$ cat config.mk
export PLATFORM = sky130hd
export DESIGN_NAME = sri_delta
export DESIGN_NICKNAME = d
export VERILOG_FILES = /design/src/rtl/segment_rectangle_intersect_assert.svh /design/src/rtl/sri_pkg.sv /design/src/rtl/sri_delta.sv
export SDC_FILE = /design/constraint.sdc
export NUM_CORES = 1
export LEC_CHECK = 0
export BUFFER_PORTS_ARGS = -buffer_cell sky130_fd_sc_hd__buf_4
export CORE_ASPECT_RATIO = 1.1
export CORE_MARGIN = 5
export CORE_UTILIZATION = 45
export CTS_CLUSTER_SIZE = 14
export DETAILED_ROUTE_END_ITERATION = 8
export HOLD_SLACK_MARGIN = 0.08
export PLACE_DENSITY_LB_ADDON = 0.08
export SLEW_MARGIN = 10
export SYNTH_ARGS = -nofsm -noshare
export SYNTH_HDL_FRONTEND = slang
export SYNTH_SLANG_ARGS = --single-unit
export TNS_END_PERCENT = 100
$ cat constraint.sdc
create_clock -name clk -period 5.06 [get_ports clk]
set_clock_uncertainty 0.05 [all_clocks]
set_input_delay 1.012 -clock clk [delete_from_list [all_inputs] [get_ports clk]]
set_output_delay 1.012 -clock clk [all_outputs]
set_load 0.02 [all_outputs]
$ cat src/rtl/segment_rectangle_intersect_assert.svh
// Assertion macros for the segment versus rectangle pipeline.
// Each macro expects signals named clk and arst_n in the module that uses it.
`ifndef SEGMENT_RECTANGLE_INTERSECT_ASSERT_SVH
`define SEGMENT_RECTANGLE_INTERSECT_ASSERT_SVH

`ifndef SYNTH
// The condition holds at every clock edge outside reset.
`define SRI_ASSERT_ALWAYS(label, cond) \
	label: assert property (@(posedge clk) disable iff (!arst_n) (cond)) \
		else $error("assertion failed: always");
// When the trigger holds, the consequence holds in the next cycle.
`define SRI_ASSERT_NEXT(label, trig, cons) \
	label: assert property (@(posedge clk) disable iff (!arst_n) (trig) |=> (cons)) \
		else $error("assertion failed: next cycle");
`else
`define SRI_ASSERT_ALWAYS(label, cond)
`define SRI_ASSERT_NEXT(label, trig, cons)
`endif

`endif

$ cat src/rtl/sri_pkg.sv
package sri_pkg;

	// One flag for each rectangle edge.
	typedef struct packed {
		logic top;
		logic right;
		logic bottom;
		logic left;
	} edge_flags_t;

	// Tests whether num/den lies in [0,1] from sign information alone.
	// A zero denominator never passes.
	function automatic logic unit_ok(
		input logic den_zero,
		input logic den_neg,
		input logic num_neg,
		input logic num_pos,
		input logic dmn_neg,
		input logic nmd_neg
	);
		logic ok;
		if (den_zero) begin
			ok = 1'b0;
		end else if (den_neg) begin
			ok = !num_pos && !nmd_neg;
		end else begin
			ok = !num_neg && !dmn_neg;
		end
		return ok;
	endfunction

endpackage

$ cat src/rtl/sri_delta.sv
module sri_delta import sri_pkg::*; #(
	parameter int CW = 16
) (
	input  logic                 clk,
	input  logic                 arst_n,
	input  logic                 in_valid,
	output logic                 in_ready,
	input  logic signed [CW-1:0] start_x,
	input  logic signed [CW-1:0] start_y,
	input  logic signed [CW-1:0] end_x,
	input  logic signed [CW-1:0] end_y,
	input  logic signed [CW-1:0] rect_left,
	input  logic signed [CW-1:0] rect_top,
	input  logic        [CW-2:0] rect_width,
	input  logic        [CW-2:0] rect_height,
	output logic                 out_valid,
	input  logic                 out_ready,
	output logic signed [CW:0]   rx_s1,
	output logic signed [CW:0]   ry_s1,
	output logic signed [CW+1:0] dxl_s1,
	output logic signed [CW+1:0] dxr_s1,
	output logic signed [CW+1:0] dyt_s1,
	output logic signed [CW+1:0] dyb_s1,
	output logic        [CW-2:0] wd_s1,
	output logic        [CW-2:0] ht_s1
);

	logic          v_s1;
	logic signed [CW:0]   sx_e, sy_e, ex_e, ey_e;
	logic signed [CW+1:0] sx_w, sy_w, lf_w, tp_w, wd_w, ht_w;

	// Explicit sign and zero extension of the coordinates and sizes.
	assign sx_e = {start_x[CW-1], start_x};
	assign sy_e = {start_y[CW-1], start_y};
	assign ex_e = {end_x[CW-1], end_x};
	assign ey_e = {end_y[CW-1], end_y};
	assign sx_w = {{2{start_x[CW-1]}}, start_x};
	assign sy_w = {{2{start_y[CW-1]}}, start_y};
	assign lf_w = {{2{rect_left[CW-1]}}, rect_left};
	assign tp_w = {{2{rect_top[CW-1]}}, rect_top};
	assign wd_w = {3'b000, rect_width};
	assign ht_w = {3'b000, rect_height};

	assign in_ready  = !v_s1 || out_ready;
	assign out_valid = v_s1;

	always_ff @(posedge clk or negedge arst_n) begin
		if (!arst_n) begin
			v_s1 <= 1'b0;
		end else if (in_ready) begin
			v_s1 <= in_valid;
		end
	end

	// Segment direction and the offsets of the rectangle sides from the start point.
	always_ff @(posedge clk) begin
		if (in_valid && in_ready) begin
			rx_s1  <= ex_e - sx_e;
			ry_s1  <= ey_e - sy_e;
			dxl_s1 <= lf_w - sx_w;
			dxr_s1 <= lf_w + wd_w - sx_w;
			dyt_s1 <= tp_w - sy_w;
			dyb_s1 <= tp_w + ht_w - sy_w;
			wd_s1  <= rect_width;
			ht_s1  <= rect_height;
		end
	end

endmodule

[Word-level counts from Yosys, hierarchy flattened]
Cells that the tools add are included.
Operators by class
  add/sub/neg operators: 8
  multiply operators: 0
  div/mod/pow operators: 0
  order comparisons: 0
  eq/ne operators: 0
  shift operators: 0
  multiplexer cells: 0
  bitwise gates (word level): 0
  reduce and logical (&&, ||, !) cells: 3
Operator list (number)
  subtractor 16 x 16 -> 17 bit: 4
  subtractor 17 x 16 -> 18 bit: 2
  adder 16 x 16 -> 17 bit: 2
  logical AND 1 bit: 1
  logical NOT 1 bit: 1
  logical OR 1 bit: 1
Word-level totals
  register bits: 137
  bits in latches: 0
  RAM bits: 0
  bits in read-only memories: 0
  input port bits: 130
  logic and storage cells: 20
  memories: 0

[Logic depth before layout (Yosys ltp)]
  word-level depth: 3
  gate-level depth with buffers: 12
  mapped depth without buffers: 12

[Least setup slack after synthesis]
OpenSTA, ideal clock, no wires.
  kind: input to register
  from: input port out_ready
  to: register dxl_s1[0] (enable)
  data arrival time: 4.389 ns
  slack: 0.112 ns
  stages: 2
  cells stage by stage: nand2b_1 and2_1
Between the ends
  longest elaborated chain between the ends: 2
RTL lines
  start, declared: RTL line sri_delta.sv:17  | input logic out_ready,
  logical OR 1 bit: RTL line sri_delta.sv:44  | assign in_ready = !v_s1 || out_ready;
  logical AND 1 bit: RTL line sri_delta.sv:57  | if (in_valid && in_ready) begin
  end signal, assigned: RTL line sri_delta.sv:60  | dxl_s1 <= lf_w - sx_w;
  end, declared: RTL line sri_delta.sv:20  | output logic signed [CW+1:0] dxl_s1,
Every way passes these cells.
A chain may end at the register's enable or synchronous reset.

[Worst setup path after layout]
  from: input port start_y[1]
  to: register dyb_s1[13] (data pin)
Between the ends
  longest elaborated chain between the ends: 1
RTL lines
  start, declared: RTL line sri_delta.sv:9  | input logic signed [CW-1:0] start_y,
  subtractor 17 x 16 -> 18 bit: RTL line sri_delta.sv:63  | dyb_s1 <= tp_w + ht_w - sy_w;
  end signal, assigned: RTL line sri_delta.sv:63
  end, declared: RTL line sri_delta.sv:23  | output logic signed [CW+1:0] dyb_s1,
Every way passes these cells.

==> impl_metrics.ini <==
[routing]
drtPass1Iterations = 5
via_per_inst = 5.08
route.detailed.wl_per_inst_um = 16.2
vias = 7940
dr.first_iter.drc_count = 343
ant_nets = 0
remaining_drc_errors = 0
routed_wl_um = 25400

[worst_setup_path]
startpoint_type = input pin
r2r_end = dyb_s1[6]$_DFFE_PP_
ff2ff_path_depth = 3
required_ps = 5180
regToRegSetupSlack_ps = 2990
endpoint_kind = register
startpoint = start_y[1]
crit_fanout = 4
critPathArrivalTime_ps = 3560
crit_type = in -> reg
timing.rr.start = out_valid$_DFFE_PN0N_

[layout]
final_common_cell = buf_4
drive_above_1_share_pct = 24.4
layout_common_cells = buf_4 (268), inv_1 (185), edfxtp_1 (134)
diodes = 0
areaGrowthSynthToFinish_pct = 28.7
final_nets = 1519

[clock_network]
root_buffer = clkbuf_16
numCtsBuffers = 17
cts.clk_slew.worst_paths_ps = 60
cts_buffer_depth = 2
clock_sinks = 135
cts_tree = done
insertion_delay_ps = 420
h-tree-depth = 4
ctsHoldBuffers = 0
ctsResizeCount = 0
postCtsSetupBuffers = 0

[pwr]
power_density_nw_per_um2 = 321
power.leakage_nw = 6.02
worst_ir_drop_vdd_mv = 0.226

[timing]
slew_viol_final = 0
min_period_ps = 3440
grt_setup_unrepaired = no
worstMarginPinSlew_ps = 903
post-route-period-util_pct = 68.1
whs_ps = 307
finalSetupViolCount = 0
setup_tns_ps = 0
hold_violations = 0
relSlewSlack_pct = 39.8
max_freq_mhz = 290

[floorplan]
fp.dieW_um = 152
die_area_sq_um = 25300
io_pins = 268
rows = 57
start_util_pct = 45.5
die_h_um = 166
core_area_sq_um = 22000

[synth]
synth-seq-cells = 135
ys_types = 65
synth_warnings = 0
seq_area_frac_synth_pct = 40.5
async_reset_ff_share_pct = 0.741
ys.flop_type = edfxtp_1
synth_edf_count = 134
synth_nets = 1254
synth.avg_cell_area_sq_um = 10.1
netlist_instances = 990
synth_area_sq_um = 9990

[global_route]
track_usage_pct = 19.9
grt_first_pass_wirelength_um = 40600
grt_max_degree = 63
grt_pass1_vias = 8259
grt_remaining_overflow = 0
antenna_found_initial = 0

[place]
dp_hpwl_um = 20700
place_congestion = 0.881
port_buffers = 267

[hold_path]
hold_path.class = in -> async

[run]
maxCapViolations = 0

[status]
outcome = finished, final reports clean
-- Yosys cell counts (3+ instances only) --
cell	n	share of area (%)
a211oi_1	6	0.45
a21o_1	18	1.4
a21oi_1	77	3.9
a31oi_1	7	0.44
a41oi_1	3	0.26
and2_1	4	0.25
and3_1	8	0.50
clkbuf_1	20	0.75
edfxtp_1	134	40
fa_1	34	6.8
ha_1	100	13
inv_1	185	7.0
mux2i_1	6	0.60
nand2_1	46	1.7
nand2b_1	11	0.69
nand3_1	20	1.0
nand4_1	9	0.56
nor2_1	48	1.8
nor2b_1	11	0.69
nor3_1	9	0.45
nor3b_1	3	0.23
nor4_1	3	0.19
o211a_1	3	0.30
o211ai_1	12	0.90
o21a_1	23	1.7
o21ai_0	48	2.4
o21ai_1	3	0.15
o21bai_1	5	0.38
o22ai_1	4	0.25
o31a_1	5	0.44
o31ai_1	6	0.45
or3_1	6	0.38
xnor2_1	53	4.6
xor2_1	21	1.8
-- worst max-delay path, cell delays in order --
cell	delay (ps)
buf_4	140
fa_1	590
inv_1	60
ha_1	300
a211oi_1	350
o211ai_1	220
a41oi_1	460
o21ai_0	240
xor2_1	180
-- how the worst max path moves through the flow --
stage / to / slack (ps) / depth (start not counted)
detailed placement: dyb_s1[13]$_DFFE_PP_ / 1120 / 9
finish: dyb_s1[13]$_DFFE_PP_ / 1620 / 9
global route: dyb_s1[13]$_DFFE_PP_ / 1450 / 10
global placement: dyb_s1[13]$_DFFE_PP_ / 1200 / 9
floorplan: dxl_s1[0]$_DFFE_PP_ / 110 / 2
CTS: dyb_s1[13]$_DFFE_PP_ / 1570 / 9
-- metrics by stage --
stage	instance area [sq um]	setup WS (ps)	power, mW	utilization (%)	std cells
floorplan	9990	112	2.47	-	990
global placement	12300	1200	2.95	56.0	1531
detailed placement	12300	1120	2.97	56.0	1531
CTS	12800	1570	4.17	58.5	1563
global route	12800	1450	4.39	58.5	1563
finish	12800	1620	4.13	58.5	1563
-- power breakdown --
| group | switching (mW) | total (mW) | internal, mW |
|---|---|---|---|
| registers | 0.0386 | 1.47 | 1.44 |
| clock network | 0.511 | 1.19 | 0.678 |
| logic | 0.825 | 1.46 | 0.638 |
| total | 1.37 | 4.13 | 2.75 |
-- layer usage --
layer	wire length [um]	GRT usage, %	share of wire (%)	vias up
li1	-	-	-	3996
met1	10100	22.5	40	3682
met4	418	5.28	1.6	0
met3	1600	5.94	6.3	31
met2	13200	36.3	52	231
met5	0	0	0	-
-- kinds of logic (layout without fill, tap and decap cells) --
kind of cell / after synthesis / after routing / synth area share [%]
AOI/OAI and AO/OA: 245 / 245 / 15.8
xor gates and xnor gates: 74 / 74 / 6.49
adders and majority gates: 134 / 134 / 19.3
buffers and inverters: 208 / 486 / 7.89
DFF: 135 / 135 / 40.5
muxes: 6 / 6 / 0.601
and+or+nand+nor: 188 / 188 / 9.33
-- registers in the layout, indices dropped and copies added, names as in the netlist --
| name | count |
|---|---|
| wd_s1 | 15 |
| ry_s1 | 17 |
| dxl_s1 | 17 |
| out_valid | 1 |
| dyb_s1 | 18 |
| ht_s1 | 15 |
| rx_s1 | 17 |
| dyt_s1 | 17 |
| dxr_s1 | 18 |
-- final cells by class --
cell class / instances / area (sq um)
Clock buffer: 18 / 429
Multi-Input combinational cell: 647 / 5150
Inverter: 185 / 694
Timing Repair Buffer: 269 / 2030
Fill cell: 1977 / 9120
Sequential cell: 135 / 4050
Tap cell: 295 / 369
Clock inverter: 14 / 125
No activity file was read; power rests on OpenSTA's default activity.
